File: config.mk
export PLATFORM = sky130hd
export DESIGN_NAME = in_order_release_reorder_buffer_top_flat
export DESIGN_NICKNAME = d
export VERILOG_FILES = /design/src/rtl/core/iorob_pkg.sv /design/src/rtl/core/iorob_if.sv /design/src/rtl/core/iorob_slot_store.sv /design/src/rtl/core/in_order_release_reorder_buffer_top.sv /design/src/flat_wrapper.sv
export SDC_FILE = /design/constraint.sdc
export NUM_CORES = 1
export LEC_CHECK = 0
export BUFFER_PORTS_ARGS = -buffer_cell sky130_fd_sc_hd__buf_2
export CORE_UTILIZATION = 35
export CTS_CLUSTER_DIAMETER = 40
export CTS_CLUSTER_SIZE = 30
export DETAILED_ROUTE_END_ITERATION = 7
export PLACE_DENSITY = 0.62
export SLEW_MARGIN = 20
export SYNTH_ARGS = -nofsm -noshare
export SYNTH_HDL_FRONTEND = slang
export SYNTH_HIERARCHICAL = 1
export SYNTH_SLANG_ARGS = --single-unit
File: constraint.sdc
create_clock -name clk -period 7.31 [get_ports clk]
set_clock_uncertainty 0.15 [all_clocks]
set_input_delay 1.0965 -clock clk [delete_from_list [all_inputs] [get_ports clk]]
set_output_delay 1.0965 -clock clk [all_outputs]
set_load 0.005 [all_outputs]
File: src/rtl/core/iorob_pkg.sv
package iorob_pkg;

  // Default sizes of the reorder window and of the channel fields.
  localparam int DEF_WINDOW_DEPTH = 16;
  localparam int DEF_PAYLOAD_BITS = 32;
  localparam int DEF_TAG_BITS     = 16;

  // Commands from the sequencer to the slot store.
  typedef struct packed {
    logic wr_en;   // park a payload and mark its slot busy
    logic rd_en;   // fetch a parked payload, data in the following cycle
    logic clr_en;  // free the slot whose payload is being released
  } mem_ctl_t;

endpackage

File: src/rtl/core/iorob_if.sv
interface iorob_in_if #(
  parameter int TAG_BITS     = 16,
  parameter int PAYLOAD_BITS = 32
);
  logic                    valid;
  logic                    ready;
  logic [TAG_BITS-1:0]     seq_tag;
  logic [PAYLOAD_BITS-1:0] payload;

  modport source (output valid, output seq_tag, output payload, input ready);
  modport sink (input valid, input seq_tag, input payload, output ready);
endinterface

interface iorob_out_if #(
  parameter int TAG_BITS     = 16,
  parameter int PAYLOAD_BITS = 32
);
  logic                    valid;
  logic                    ready;
  logic [PAYLOAD_BITS-1:0] out_payload;
  logic [TAG_BITS-1:0]     out_tag;
  logic                    dropped;
  logic                    last_of_run;

  modport source (output valid, output out_payload, output out_tag, output dropped,
                  output last_of_run, input ready);
  modport sink (input valid, input out_payload, input out_tag, input dropped,
                input last_of_run, output ready);
endinterface

File: src/rtl/core/iorob_slot_store.sv
module iorob_slot_store #(
  parameter int DEPTH        = 16,
  parameter int PAYLOAD_BITS = 32,
  parameter int SW           = $clog2(DEPTH)
) (
  input  logic                    clk,
  input  logic                    rst_n,
  input  iorob_pkg::mem_ctl_t     ctl,
  input  logic [SW-1:0]           wr_addr,
  input  logic [PAYLOAD_BITS-1:0] wr_data,
  input  logic [SW-1:0]           rd_addr,
  input  logic [SW-1:0]           clr_addr,
  output logic [PAYLOAD_BITS-1:0] rd_data,
  output logic [DEPTH-1:0]        slot_valid
);
  import iorob_pkg::*;

  logic [PAYLOAD_BITS-1:0] mem_r [DEPTH];
  logic [PAYLOAD_BITS-1:0] rd_data_r;
  logic [DEPTH-1:0]        valid_r;

  // Payload memory: one write port, one registered read port.
  always_ff @(posedge clk) begin
    if (ctl.wr_en) begin
      mem_r[wr_addr] <= wr_data;
    end
    if (ctl.rd_en) begin
      rd_data_r <= mem_r[rd_addr];
    end
  end

  // Busy marks live in flops so that reset empties the window at once.
  always_ff @(posedge clk) begin
    if (!rst_n) begin
      valid_r <= '0;
    end else begin
      if (ctl.clr_en) begin
        valid_r[clr_addr] <= 1'b0;
      end
      if (ctl.wr_en) begin
        valid_r[wr_addr] <= 1'b1;
      end
    end
  end

  assign rd_data    = rd_data_r;
  assign slot_valid = valid_r;

endmodule

File: src/rtl/core/in_order_release_reorder_buffer_top.sv
// In-order release reorder buffer.
//
// Items arrive on in_chan carrying a sequence tag and a payload handle, in any
// order. Results leave on out_chan strictly in tag order. An item whose tag is
// the expected one is released at once, followed by every consecutively tagged
// payload already parked in the window. An item ahead of the expected tag but
// inside the window is parked and gives no result. An item outside the window,
// or one whose slot is already busy, gives one result with dropped set.
// last_of_run marks the final result caused by each accepted item.
//
// A result is in the output register in the cycle after its item is accepted.
// An item that parks, drops or releases with nothing behind it leaves the
// sequencer idle. A release that drains parked payloads sends them out one at
// a time, as the payload memory has a single read port; in_chan.ready
// stays low during the drain.
// Reset (synchronous, rst_n low) sets the expected tag to zero and marks every
// slot empty in the same cycle; there is no clearing pass.
// When the receiver stalls, the output register holds its result, the drain
// pauses, and no new item is accepted until the register can be refilled.
module in_order_release_reorder_buffer_top #(
  parameter int WINDOW_DEPTH = iorob_pkg::DEF_WINDOW_DEPTH,
  parameter int PAYLOAD_BITS = iorob_pkg::DEF_PAYLOAD_BITS,
  parameter int TAG_BITS     = iorob_pkg::DEF_TAG_BITS
) (
  input logic  clk,
  input logic  rst_n,
  iorob_in_if.sink    in_chan,
  iorob_out_if.source out_chan
);
  import iorob_pkg::*;

  localparam int SW = $clog2(WINDOW_DEPTH);
  // Width wide enough to compare a tag distance against the window depth.
  localparam int CW = ((TAG_BITS > SW) ? TAG_BITS : SW) + 2;

  typedef enum logic {
    S_IDLE,
    S_DRAIN
  } state_t;

  state_t                  state_r;
  logic                    out_valid_r;
  logic [PAYLOAD_BITS-1:0] out_payload_r;
  logic [TAG_BITS-1:0]     out_tag_r;
  logic                    out_dropped_r;
  logic                    out_last_r;
  logic [TAG_BITS-1:0]     exp_tag_r;
  // Follows exp_tag_r modulo WINDOW_DEPTH and returns to zero when the tag wraps, kept without a divider.
  logic [SW-1:0]           exp_slot_r;

  logic                    out_free;
  logic                    in_ready;
  logic                    in_fire;
  logic [TAG_BITS-1:0]     tag_gap;
  logic                    in_window;
  logic                    is_rel;
  logic [SW:0]             slot_sum;
  logic [SW:0]             slot_sum_w;
  logic                    tag_wrapped;
  logic [SW-1:0]           park_slot;
  logic                    busy;
  logic [TAG_BITS-1:0]     exp_inc_tag;
  logic [SW-1:0]           exp_inc_slot;
  logic                    rel_more;
  logic                    drn_more;
  logic                    take_drop;
  logic                    take_park;
  logic                    take_rel;
  logic                    drain_step;

  mem_ctl_t                mem_ctl;
  logic [PAYLOAD_BITS-1:0] rd_data;
  logic [WINDOW_DEPTH-1:0] slot_valid;

  // The output register is free when empty or being emptied this cycle.
  assign out_free = !out_valid_r || out_chan.ready;
  assign in_ready = (state_r == S_IDLE) && out_free;
  assign in_fire  = in_chan.valid && in_ready;

  // Distance of the incoming tag ahead of the expected one, modulo the tag space.
  assign tag_gap   = in_chan.seq_tag - exp_tag_r;
  assign in_window = CW'(tag_gap) < CW'(WINDOW_DEPTH);
  assign is_rel    = (tag_gap == '0);

  // Slot of the incoming tag: the expected slot plus the distance, wrapped once.
  // When the tag itself wrapped past zero it is smaller than the depth and is
  // its own slot.
  assign slot_sum    = {1'b0, exp_slot_r} + (SW + 1)'(SW'(tag_gap));
  assign slot_sum_w  = (slot_sum >= (SW + 1)'(WINDOW_DEPTH)) ?
                       slot_sum - (SW + 1)'(WINDOW_DEPTH) : slot_sum;
  assign tag_wrapped = in_chan.seq_tag < exp_tag_r;
  assign park_slot   = tag_wrapped ? SW'(in_chan.seq_tag) : SW'(slot_sum_w);
  assign busy        = slot_valid[park_slot];

  // Expected tag and slot after one release.
  assign exp_inc_tag  = exp_tag_r + 1'b1;
  assign exp_inc_slot = (exp_inc_tag == '0) ? '0 :
                        (exp_slot_r == SW'(WINDOW_DEPTH - 1)) ? '0 : exp_slot_r + 1'b1;

  // During a drain the current slot is freed in the same step, so it never
  // counts as the next parked payload.
  assign rel_more = slot_valid[exp_inc_slot];
  assign drn_more = slot_valid[exp_inc_slot] && (exp_inc_slot != exp_slot_r);

  assign take_drop  = in_fire && (!in_window || (!is_rel && busy));
  assign take_park  = in_fire && in_window && !is_rel && !busy;
  assign take_rel   = in_fire && in_window && is_rel;
  assign drain_step = (state_r == S_DRAIN) && out_free;

  // The next payload is fetched as soon as the run is known to continue, so its
  // data is ready in the register of the store on the following step. Parking
  // and draining never share a cycle, and a read issued right after a park
  // already sees the written entry.
  always_comb begin
    mem_ctl.wr_en  = take_park;
    mem_ctl.rd_en  = (take_rel && rel_more) || (drain_step && drn_more);
    mem_ctl.clr_en = drain_step;
  end

  iorob_slot_store #(
    .DEPTH        (WINDOW_DEPTH),
    .PAYLOAD_BITS (PAYLOAD_BITS),
    .SW           (SW)
  ) u_slot_store (
    .clk        (clk),
    .rst_n      (rst_n),
    .ctl        (mem_ctl),
    .wr_addr    (park_slot),
    .wr_data    (in_chan.payload),
    .rd_addr    (exp_inc_slot),
    .clr_addr   (exp_slot_r),
    .rd_data    (rd_data),
    .slot_valid (slot_valid)
  );

  always_ff @(posedge clk) begin
    if (!rst_n) begin
      state_r     <= S_IDLE;
      out_valid_r <= 1'b0;
      exp_tag_r   <= '0;
      exp_slot_r  <= '0;
    end else begin
      unique case (state_r)
        S_IDLE: begin
          if (take_drop) begin
            out_valid_r   <= 1'b1;
            out_payload_r <= in_chan.payload;
            out_tag_r     <= in_chan.seq_tag;
            out_dropped_r <= 1'b1;
            out_last_r    <= 1'b1;
          end else if (take_rel) begin
            out_valid_r   <= 1'b1;
            out_payload_r <= in_chan.payload;
            out_tag_r     <= in_chan.seq_tag;
            out_dropped_r <= 1'b0;
            out_last_r    <= !rel_more;
            exp_tag_r     <= exp_inc_tag;
            exp_slot_r    <= exp_inc_slot;
            if (rel_more) begin
              state_r <= S_DRAIN;
            end
          end else if (out_chan.ready) begin
            // Nothing new to hold, so a result taken this cycle leaves it empty.
            out_valid_r <= 1'b0;
          end
        end
        S_DRAIN: begin
          if (out_free) begin
            out_valid_r   <= 1'b1;
            out_payload_r <= rd_data;
            out_tag_r     <= exp_tag_r;
            out_dropped_r <= 1'b0;
            out_last_r    <= !drn_more;
            exp_tag_r     <= exp_inc_tag;
            exp_slot_r    <= exp_inc_slot;
            if (!drn_more) begin
              state_r <= S_IDLE;
            end
          end
        end
      endcase
    end
  end

  assign in_chan.ready        = in_ready;
  assign out_chan.valid       = out_valid_r;
  assign out_chan.out_payload = out_payload_r;
  assign out_chan.out_tag     = out_tag_r;
  assign out_chan.dropped     = out_dropped_r;
  assign out_chan.last_of_run = out_last_r;

  // A drain only ever releases a slot that holds a parked payload.
  a_drain_slot_busy: assert property (@(posedge clk) disable iff (!rst_n)
    (state_r == S_DRAIN) |-> slot_valid[exp_slot_r])
    else $error("drain reached an empty slot");

  // The slot counter stays inside the window.
  a_slot_in_range: assert property (@(posedge clk) disable iff (!rst_n)
    exp_slot_r <= SW'(WINDOW_DEPTH - 1))
    else $error("expected slot out of range");

  // A rejected item always closes its own run.
  a_drop_is_last: assert property (@(posedge clk) disable iff (!rst_n)
    (out_valid_r && out_dropped_r) |-> out_last_r)
    else $error("dropped result not marked last");

  // A released payload is always the one just before the expected tag.
  a_release_in_order: assert property (@(posedge clk) disable iff (!rst_n)
    (out_valid_r && !out_dropped_r) |-> (out_tag_r == TAG_BITS'(exp_tag_r - 1'b1)))
    else $error("released tag out of sequence");

endmodule
File: src/flat_wrapper.sv
// flat-port wrapper written by rule: the top's interface ports become plain ports
module in_order_release_reorder_buffer_top_flat import iorob_pkg::*;
#(
  parameter int WINDOW_DEPTH = iorob_pkg::DEF_WINDOW_DEPTH,
  parameter int PAYLOAD_BITS = iorob_pkg::DEF_PAYLOAD_BITS,
  parameter int TAG_BITS     = iorob_pkg::DEF_TAG_BITS
)
  (clk, rst_n, in_chan_valid, in_chan_seq_tag, in_chan_payload, in_chan_ready, out_chan_valid, out_chan_out_payload, out_chan_out_tag, out_chan_dropped, out_chan_last_of_run, out_chan_ready);
  iorob_in_if #(.TAG_BITS(TAG_BITS), .PAYLOAD_BITS(PAYLOAD_BITS)) in_chan_i ();
  iorob_out_if #(.TAG_BITS(TAG_BITS), .PAYLOAD_BITS(PAYLOAD_BITS)) out_chan_i ();
  input logic clk;
  input logic rst_n;
  input wire logic [$bits(in_chan_i.valid)-1:0] in_chan_valid;
  input wire logic [$bits(in_chan_i.seq_tag)-1:0] in_chan_seq_tag;
  input wire logic [$bits(in_chan_i.payload)-1:0] in_chan_payload;
  output wire logic [$bits(in_chan_i.ready)-1:0] in_chan_ready;
  output wire logic [$bits(out_chan_i.valid)-1:0] out_chan_valid;
  output wire logic [$bits(out_chan_i.out_payload)-1:0] out_chan_out_payload;
  output wire logic [$bits(out_chan_i.out_tag)-1:0] out_chan_out_tag;
  output wire logic [$bits(out_chan_i.dropped)-1:0] out_chan_dropped;
  output wire logic [$bits(out_chan_i.last_of_run)-1:0] out_chan_last_of_run;
  input wire logic [$bits(out_chan_i.ready)-1:0] out_chan_ready;
  assign in_chan_i.valid = in_chan_valid;
  assign in_chan_i.seq_tag = in_chan_seq_tag;
  assign in_chan_i.payload = in_chan_payload;
  assign in_chan_ready = in_chan_i.ready;
  assign out_chan_valid = out_chan_i.valid;
  assign out_chan_out_payload = out_chan_i.out_payload;
  assign out_chan_out_tag = out_chan_i.out_tag;
  assign out_chan_dropped = out_chan_i.dropped;
  assign out_chan_last_of_run = out_chan_i.last_of_run;
  assign out_chan_i.ready = out_chan_ready;
  in_order_release_reorder_buffer_top #(.WINDOW_DEPTH(WINDOW_DEPTH), .PAYLOAD_BITS(PAYLOAD_BITS), .TAG_BITS(TAG_BITS)) u_core (.clk(clk), .rst_n(rst_n), .in_chan(in_chan_i), .out_chan(out_chan_i));
endmodule
# Word level (Yosys, flattened, before mapping)
# Memory sizes are Yosys's and may differ from the RTL's. A register that Yosys moved wholly into a read port is not among the register bits.
# Cells that the tools add are included.
[op_classes]
n_lt_le_gt_ge = 8
n_mux = 52
bitwise = 4
n_addsub = 5
n_reduce_logical = 28
eq_ne = 7
[op_table]
columns = ["operator", "n"]
rows = [
  ["16-bit 2-to-1 mux", 9],
  ["32-bit 2-to-1 mux", 3],
  ["16-bit one-hot mux with 2 select lines", 2],
  ["32-bit one-hot mux with 2 select lines", 1],
  ["16-bit logical NOT", 2],
  ["4-bit 2-to-1 mux", 7],
  ["1-bit 2-to-1 mux", 21],
  ["16-bit by 1-bit adder with 16-bit output (second input constant)", 1],
  ["16-bit AND", 1],
  ["16-bit less-than comparator", 1],
  ["16-bit by 5-bit less-than comparator with 1-bit output (second input constant)", 1],
  ["16-bit inverter", 1],
  ["16-bit OR", 1],
  ["16-bit subtractor", 1],
  ["4-bit by 5-bit less-than comparator with 1-bit output (second input constant)", 3],
  ["1-bit logical AND", 14],
  ["1-bit binary-select mux with 4-bit select", 2],
  ["1-bit demux with 4-bit select", 2],
  ["4-bit by 1-bit greater-or-equal comparator with 1-bit output (second input constant)", 2],
  ["1-bit one-hot mux with 2 select lines", 4],
  ["4-bit one-hot mux with 2 select lines", 1],
  ["1-bit logical NOT", 6],
  ["3-bit AND reduction", 2],
  ["4-bit by 4-bit adder with 5-bit output", 1],
  ["12 further kinds", 15],
]
[word_totals]
n_memories = 1
ram_bits = 512
word_cells = 114
out_inout_bits = 52
regBits = 88
[mem_list]
columns = ["memory", "words", "word_bits", "rd", "rd_clocked_by_memory_dff", "wr", "line", "rtl"]
rows = [
  ["u_core.u_slot_store.mem_r", 16, 32, 1, 1, 1, "iorob_slot_store.sv:18", "logic [PAYLOAD_BITS-1:0] mem_r [DEPTH];"],
]

# Logic depth before layout (Yosys ltp)
# Gate-level depths: netlist (run 1).
[depth]
word_depth = 12
ltp_mapped = 17
mapped_depth_nobuf = 17

# By module
# The synthesis (run 1) kept the hierarchy.
[modules_own_cells]
columns = ["module", "seq_area_each_um2", "n_inst", "area_per_inst_um2", "cells_per_inst"]
rows = [
  ["iorob_slot_store", 16656.0, 1, 20781.2, 899],
  ["in_order_release_reorder_buffer_top", 1941.9, 1, 5079.9, 521],
]

# Least setup slack after synthesis (run 1)
# Ideal clock, no wire load.
[synth_timing]
path_kind = "input port to flip-flop"
from = "in in_chan_seq_tag[0]"
to = "reg u_core.out_dropped_r (netlist: u_core/out_chan.dropped) (enable)"
path_buffers = 0
path_stages = 14
arrival_time_ps = 6304
setup_ps = 488
t_required_ps = 6672
slack_ps = 369
cell_sequence = "inv_1 -> ha_1 -> fa_1 -> inv_1 -> ha_1 -> a21o_1 -> a21oi_1 -> xnor2_1 -> xnor2_1 -> a2111o_1 -> a32oi_1 -> a21oi_1 -> and2_1 -> a31oi_1"
[synth_via]
elab_chain_cells = 12
word_cells_on_any_way = 20
classes_between = "3 x add/sub; 3 x order compare; 1 x eq/ne; 4 x mux; 9 x reduce/logical"
[synth_lines]
columns = ["element", "line", "rtl"]
rows = [
  ["from (decl)", "flat_wrapper.sv:14", "input wire logic [$bits(in_chan_i.seq_tag)-1:0] in_chan_seq_tag;"],
  ["16-bit subtractor", "in_order_release_reorder_buffer_top.sv:81", "assign tag_gap = in_chan.seq_tag - exp_tag_r;"],
  ["4-bit by 4-bit adder with 5-bit output", "in_order_release_reorder_buffer_top.sv:88", "assign slot_sum = {1'b0, exp_slot_r} + (SW + 1)'(SW'(tag_gap));"],
  ["4-bit by 1-bit subtractor with 4-bit output or 5-bit greater-or-equal comparator (tied branches)", "in_order_release_reorder_buffer_top.sv:90, in_order_release_reorder_buffer_top.sv:89", ""],
  ["4-bit 2-to-1 mux", "in_order_release_reorder_buffer_top.sv:89", "assign slot_sum_w = (slot_sum >= (SW + 1)'(WINDOW_DEPTH)) ?"],
  ["4-bit 2-to-1 mux", "in_order_release_reorder_buffer_top.sv:92", "assign park_slot = tag_wrapped ? SW'(in_chan.seq_tag) : SW'(slot_sum_w);"],
  ["1-bit binary-select mux with 4-bit select", "in_order_release_reorder_buffer_top.sv:93", "assign busy = slot_valid[park_slot];"],
  ["1-bit 2-to-1 mux (implied by the code)", "in_order_release_reorder_buffer_top.sv:93", ""],
  ["1-bit logical AND", "in_order_release_reorder_buffer_top.sv:105", "assign take_drop = in_fire && (!in_window || (!is_rel && busy));"],
  ["1-bit logical OR", "in_order_release_reorder_buffer_top.sv:105", ""],
  ["1-bit logical AND", "in_order_release_reorder_buffer_top.sv:105", ""],
  ["3-bit by 1-bit inequality test with 1-bit output (no source line) *", "-", ""],
  ["3-bit AND reduction (no source line) *", "-", ""],
  ["to (signal assigned)", "in_order_release_reorder_buffer_top.sv:149", "out_dropped_r <= 1'b1;"],
  ["to (signal assigned)", "in_order_release_reorder_buffer_top.sv:155", "out_dropped_r <= 1'b0;"],
  ["to (signal assigned)", "in_order_release_reorder_buffer_top.sv:172", "out_dropped_r <= 1'b0;"],
  ["to (decl)", "in_order_release_reorder_buffer_top.sv:45", "logic out_dropped_r;"],
]
# Every way passes the cells marked *; elsewhere a longest branch is shown, timed or not. The select of a mux whose other input is x is not followed.
# A chain may end at the register's enable or synchronous reset.

==> metrics.cfg, run 1 <==
[clock_tree]
ctsRootBufferMaster=clkbuf_16
cts_resized=0
postCtsSetupBuffers=0
clk_pin_slew_ns=0.06
cts.sinks=632
clock_path_buffers=3
h-tree-depth=3
cts_made_buffers=85
holdBufCountCts=0
cts_tree=built
clock_latency_ns=0.63

[logic_synthesis]
synth_common_cells=edfxtp_1, mux4_2, nand2_1
ys_seq_area_share_pct=71.91
synth_top_area_cell=edfxtp_1
synth_seq_cells=632
synthArstFlopShare_pct=0
yosysMostFrequentCell=edfxtp_1
ys_top_cells_by_area=edfxtp_1, mux4_2, dfxtp_1
syn_nets=1496
synthCells=1420
synth_cell_type_count=68
synth.avg_cell_area_um2=18.21
synth_warnings=6
yosys.area.top_type_share_pct=68.97
synth_area_um2=25860
synth_edf_count=594
ys.flop_type=edfxtp_1

[floorplanning]
start_util_pct=35.39
dieArea_um2=74980
die_h_um=273.8
rows=99
coreArea_um2=73080
io_pins=104
dieWidth_um=273.8

[grt]
grt_pass1_wl_mm=89.60
first_global_vias=14390
grt_util_all_layers_pct=15.89
antenna_found_initial=1
overflow=0
grt_max_degree=130

[worst_setup_path]
cp_slowest_cell=mux2i_1
crit_chain=buf_2 -> inv_1 -> ha_1 -> fa_1 -> nand2b_1 -> a21oi_4 -> a41o_1 -> a21o_1 -> mux2i_1 -> inv_1 -> o32ai_1 -> o32a_1 -> and2_1 -> and4b_1 -> nand3_1 -> or3_1 -> inv_2 -> buf_4
critPathLaunchType=input port
path_max_fanout=15
crit_top_cell=inv_1
critPathBufInv=5
critical-path-max-stage-delay_ns=0.49
critPathRequiredTime_ns=7.47
critical_path_class=in2reg
cpLargestDelayFamily=simple AND/OR/NAND/NOR gates
critPathArrivalTime_ns=6.25
cp-end-kind=register

[place]
portBuffers=103
hpwl_mm=33.69
gp_congestion=0.8163
placed_area_um2=27740
pre_cts_slack_ns=0.6208
place_inst=2438

[sta]
relSlewSlack_pct=21.16
max_freq_mhz=164.4
worstMarginPinSlew_ns=1.180
post-route-period-util_pct=83.24
hold_viol=0
final_max_slew_viol_count=0
fin_tns_setup_ns=0
setup_violations=0
rsz0062_at_grt=false
layout_setup_ws_ns=1.225
min_period_ns=6.085

[job]
drv_cap=0

[final_layout]
syn2layout_area_growth_pct=18.65
final_util_pct=41.99
drive_gt1_share_pct=30.05
final_net_count=1643
num_antenna_cells=0
finalNonFillerCells=2596
design_area_um2=30680

[drt]
viasPerCell=5.321
vias=13810
dr.pass1.iters=7
drc_errors=22
wl_mm=58.85
initialDrtViolationCount=1223
wl_per_cell_um=22.67
ant_nets=0

[pwr]
ir_worst_vdd_v=0.0001588
leakage_nw=9.966
p_per_area_nw_per_um2=270.2

[worst_hold_path]
hold_path.class=reg2reg

[status]
violations=design-rule violations
run_status=finished with violations

[worst reg2reg max path, delay by kind of cell, from the launching register on]
kind | cells | cell delay, ns
compound gates | 5 | 1.24
fa+ha+maj | 2 | 0.66
buf+inv | 3 | 1.06
flops | 1 | 0.42
mux | 1 | 0.49
simple gates | 5 | 1.52
[final cells by class]
cell class              instances  area, um2
fillers                      6392      42400
flip-flops and latches        632      18600
multi-input cells             683       6965
clock buffers                  93       2178
well taps                     959       1200
repair buffers                131      878.3
clock inverters                64      735.7
inverters                      34      127.6
[kinds of logic (layout without fill, tap and decap cells)]
| family | Yosys count | in the layout | share of synthesized area (%) |
|---|---|---|---|
| muxes | 200 | 200 | 14.35 |
| DFF | 632 | 632 | 71.91 |
| buffers and inverters | 105 | 322 | 1.732 |
| and+or+nand+nor | 229 | 229 | 4.417 |
| adders and majority gates | 24 | 24 | 1.219 |
| AOI/OAI and AO/OA | 217 | 217 | 5.927 |
| xor gates and xnor gates | 13 | 13 | 0.4403 |
[report_power, final]
| group | switching, mW | internal [mW] | leakage, nW |
|---|---|---|---|
| clock network | 1.66 | 2.47 | 1.41 |
| registers | 0.00378 | 3.97 | 5.66 |
| logic | 0.125 | 0.0584 | 2.90 |
[state kept, by name, indices dropped and copies added (netlist names)]
name / count
u_core/u_slot_store/mem_r: 512
u_core/out_chan.valid: 1
u_core/out_chan.last_of_run: 1
u_core/u_slot_store/rd_data: 32
u_core/exp_slot_r: 4
u_core/u_slot_store/slot_valid: 16
u_core/exp_tag_r: 16
u_core/state_r: 1
u_core/out_chan.out_payload: 32
u_core/out_chan.out_tag: 16
u_core/out_chan.dropped: 1
[through the flow]
step	power [mW]	hold WS, ns
after detailed placement	4.230	0.3570
final	8.292	0.3718
after floorplan	4.130	0.3129
after global placement	4.223	0.3549
after CTS	8.388	0.3641
after global routing	8.549	0.3915
[worst paths after layout]
path	startpoint	endpoint	slack (ns)	depth (start not counted)
setup / recovery	in_chan_seq_tag[0]	u_core/u_slot_store/mem_r[12][7]	1.23	18
hold / removal	u_core/u_slot_store/slot_valid[12]	u_core/u_slot_store/slot_valid[12]	0.37	2
setup reg to reg	u_core/exp_tag_r[0]	u_core/u_slot_store/mem_r[12][7]	1.47	16
hold reg to reg	u_core/u_slot_store/slot_valid[12]	u_core/u_slot_store/slot_valid[12]	0.37	2
[per-layer routing]
| layer | global-route usage (%) | part of all wire, % | vias to the layer above |
|---|---|---|---|
| met3 | 3.096 | 5.4 | 98 |
| met1 | 21.47 | 44 | 7183 |
| li1 | - | - | 6116 |
| met2 | 26.06 | 49 | 415 |
| met4 | 4.455 | 2.1 | 2 |
| met5 | 0 | 0.022 | - |
[cell usage in the layout, fill, tap and decap left out, types with 13 or more instances in the layout]
| cell type | instances |
|---|---|
| o21a_1 | 28 |
| mux2_2 | 46 |
| nand2_1 | 84 |
| edfxtp_1 | 594 |
| o21ai_0 | 21 |
| dfxtp_1 | 37 |
| inv_6 | 15 |
| buf_4 | 17 |
| clkbuf_16 | 86 |
| a22oi_1 | 64 |
| buf_2 | 103 |
| nand3_1 | 24 |
| nor2_1 | 23 |
| mux2i_1 | 22 |
| inv_1 | 29 |
| ha_1 | 22 |
| a21oi_1 | 34 |
| mux4_2 | 132 |
| clkinv_4 | 13 |
| nor2_4 | 13 |
Power figures use the tool's default switching activity.
==> inputs of run 2 (changes only) <==
PLACE_DENSITY = 0.6   (was 0.62)
clock period = 5.7 ns   (was 7.31 ns; I/O delays follow)
==> metrics.cfg, run 2 (synthesis gave the netlist of run 1 again) <==
[final_layout]
regMostFlops=u_core/u_slot_store/mem_r  ; unchanged
largest_reg_flops=512  ; unchanged
final_net_count=1676  ; was 1643
drive_gt1_share_pct=31.78  ; was 30.05%
final_common_cell=edfxtp_1  ; unchanged
syn2layout_area_growth_pct=21.45  ; was 18.65%
fillCellCount=6371  ; was 6392
most-common-layout-cells=edfxtp_1, mux4_2, buf_2  ; unchanged

[pwr]
clock_power_share_pct=52.1  ; was 49.9%
leakage_nw=10.30  ; was 9.966 nW
p_per_area_nw_per_um2=354.8  ; was 270.2 nW/um2
p_int_mw=8.783  ; was 6.499 mW
pwr-share-seq_pct=45.7  ; was 47.9%
p_sw_mw=2.362  ; was 1.793 mW
switching_share_pct=21.19  ; was 21.63%
combPwrFrac_pct=2.2  ; about the same
ir_worst_vdd_v=0.0002191  ; was 0.0001588 V

[drt]
ant_nets=0  ; unchanged
drc_errors=42  ; was 22
wl_per_cell_um=22.82  ; was 22.67 um
vias=14000  ; was 13810
dr.pass1.iters=8  ; was 7
initialDrtViolationCount=1211  ; was 1223
wl_mm=60.19  ; was 58.85 mm
viasPerCell=5.308  ; was 5.321

[grt]
antenna_found_initial=3  ; was 1
gr-max-usage-layer=met2  ; unchanged
grt_util_all_layers_pct=16.37  ; was 15.89%
met3_usage_pct=3.193  ; was 3.096%
grt_pass1_wl_mm=91.85  ; was 89.60 mm
overflow=0  ; unchanged
use_met2_pct=26.89  ; was 26.06%
grt_use_met1_pct=21.93  ; was 21.47%
first_global_vias=14540  ; was 14390
grt_max_degree=71  ; was 130

[floorplanning]
dieArea_um2=74980  ; unchanged
start_util_pct=35.39  ; unchanged
rows=99  ; unchanged
die_h_um=273.8  ; unchanged
io_pins=104  ; unchanged
dieWidth_um=273.8  ; unchanged
coreArea_um2=73080  ; unchanged

[sta]
rsz0062_at_grt=false  ; unchanged
fin_tns_setup_ns=0  ; unchanged
max_freq_mhz=195.2
hold_viol=0  ; unchanged
min_period_ns=5.122
worstMarginPinSlew_ns=1.102  ; was 1.180 ns
setup_violations=0  ; unchanged
whs_ns=0.3605  ; was 0.3718 ns
relSlewSlack_pct=26.35  ; was 21.16%
final_max_slew_viol_count=0  ; unchanged
layout_setup_ws_ns=0.5779  ; was 1.225 ns
post-route-period-util_pct=89.86

[clock_tree]
holdBufCountCts=0  ; unchanged
cts_made_buffers=91  ; was 85
cts_tree=built  ; unchanged
postCtsSetupBuffers=0  ; unchanged
ctsRootBufferMaster=clkbuf_16  ; unchanged
clock_latency_ns=0.64  ; was 0.63 ns
clk_pin_slew_ns=0.06  ; about the same
cts.sinks=632  ; unchanged
h-tree-depth=3  ; unchanged
cts_resized=0  ; unchanged
clock_path_buffers=3  ; unchanged

[place]
gp_congestion=0.8757  ; was 0.8163
portBuffers=103  ; unchanged
hpwl_mm=35.51  ; was 33.69 mm
pre_cts_slack_ns=0.2306  ; was 0.6208 ns

[status]
violations=design-rule violations  ; unchanged
run_status=finished with violations  ; unchanged

[worst_setup_path]
critPathRequiredTime_ns=5.86  ; was 7.47 ns
critPathLaunchType=register  ; was input port
critical-path-max-stage-delay_ns=0.57  ; was 0.49 ns
critical_path_class=reg2reg  ; was in2reg
crit_chain=inv_1 -> ha_1 -> and2_1 -> a41o_1 -> buf_4 -> a21oi_1 -> nand2_1 -> a211oi_1 -> o32a_1 -> and2_1 -> and4b_1 -> or3b_2 -> or3_1 -> inv_2 -> buf_4  ; was buf_2 -> inv_1 -> ha_1 -> fa_1 -> nand2b_1 -> a21oi_4 -> a41o_1 -> a21o_1 -> mux2i_1 -> inv_1 -> o32ai_1 -> o32a_1 -> and2_1 -> and4b_1 -> nand3_1 -> or3_1 -> inv_2 -> buf_4
path_max_fanout=14  ; was 15
critPathBufInv=4  ; was 5
cp-end-kind=register  ; unchanged
cpLargestDelayFamily=simple AND/OR/NAND/NOR gates  ; unchanged
critPathArrivalTime_ns=5.29  ; was 6.25 ns
cp_slowest_cell=dfxtp_1  ; was mux2i_1

[job]
drv_cap=0  ; unchanged

[worst_hold_path]
hold_path.class=reg2reg  ; unchanged

run 2: cell types whose count changed in the layout (fill, tap and decap cells not counted), sizes merged:
| cell | delta |
|---|---|
| buf | +27 |
| bufinv | +6 |
| clkbuf | +4 |
| clkinv | +2 |
| clkinvlp | +2 |
| diode | +1 |
| inv | -1 |
run 2: final timing paths:
kind / slack (ns) / endpoint / startpoint / cells past startpoint
min reg2reg: 0.36 / u_core/exp_tag_r[9] / u_core/exp_tag_r[9] / 2
max: 0.58 / u_core/u_slot_store/mem_r[0][3] / u_core/exp_tag_r[6] / 15
max reg2reg: 0.58 / u_core/u_slot_store/mem_r[0][3] / u_core/exp_tag_r[6] / 15
min: 0.36 / u_core/exp_tag_r[9] / u_core/exp_tag_r[9] / 2
run 2: layout make-up:
| type | instances | area [um2] | share of cell area (%) |
|---|---|---|---|
| well taps | 959 | 1200 | 3.820 |
| inverters | 34 | 127.6 | 0.4063 |
| repair buffers | 158 | 1266 | 4.032 |
| multi-input cells | 683 | 6965 | 22.18 |
| diodes | 1 | 2.502 | 0.007967 |
| flip-flops and latches | 632 | 18600 | 59.22 |
| clock inverters | 73 | 937.1 | 2.984 |
| clock buffers | 97 | 2310 | 7.354 |
run 2: worst register-to-register path: stages (launching register included):
cell and delay [ns]:
dfxtp_1 0.57, inv_1 0.11, ha_1 0.40, and2_1 0.19
a41o_1 0.25, buf_4 0.15, a21oi_1 0.53, nand2_1 0.25
a211oi_1 0.29, o32a_1 0.21, and2_1 0.15, and4b_1 0.34
or3b_2 0.48, or3_1 0.37, inv_2 0.11, buf_4 0.25
run 2: per-layer routing:
| layer | vias up | share of wire, % | wire length (um) |
|---|---|---|---|
| met1 | 7290 | 43 | 26130 |
| li1 | 6191 | - | - |
| met3 | 98 | 5.4 | 3266 |
| met5 | - | 0.038 | 23 |
| met2 | 413 | 49 | 29540 |
| met4 | 4 | 2.0 | 1224 |
run 2: power by group through the flow:
stage	combinational (mW)	clock, mW	sequential (mW)
detailed placement	0.246	0	5.19
finish	0.245	5.81	5.09
global placement	0.239	0	5.19
floorplan	0.106	0	5.19
CTS	0.247	5.92	5.09
global route	0.271	6.13	5.09
run 2: metrics by stage:
step	std cells	utilization [%]	area (um2)	total power [mW]
after floorplan	1420	-	25890	5.298
after global placement	2466	38.53	28160	5.426
after detailed placement	2466	38.53	28160	5.433
after CTS	2636	42.97	31410	11.26
after global routing	2636	42.97	31410	11.49
final	2637	42.98	31410	11.14
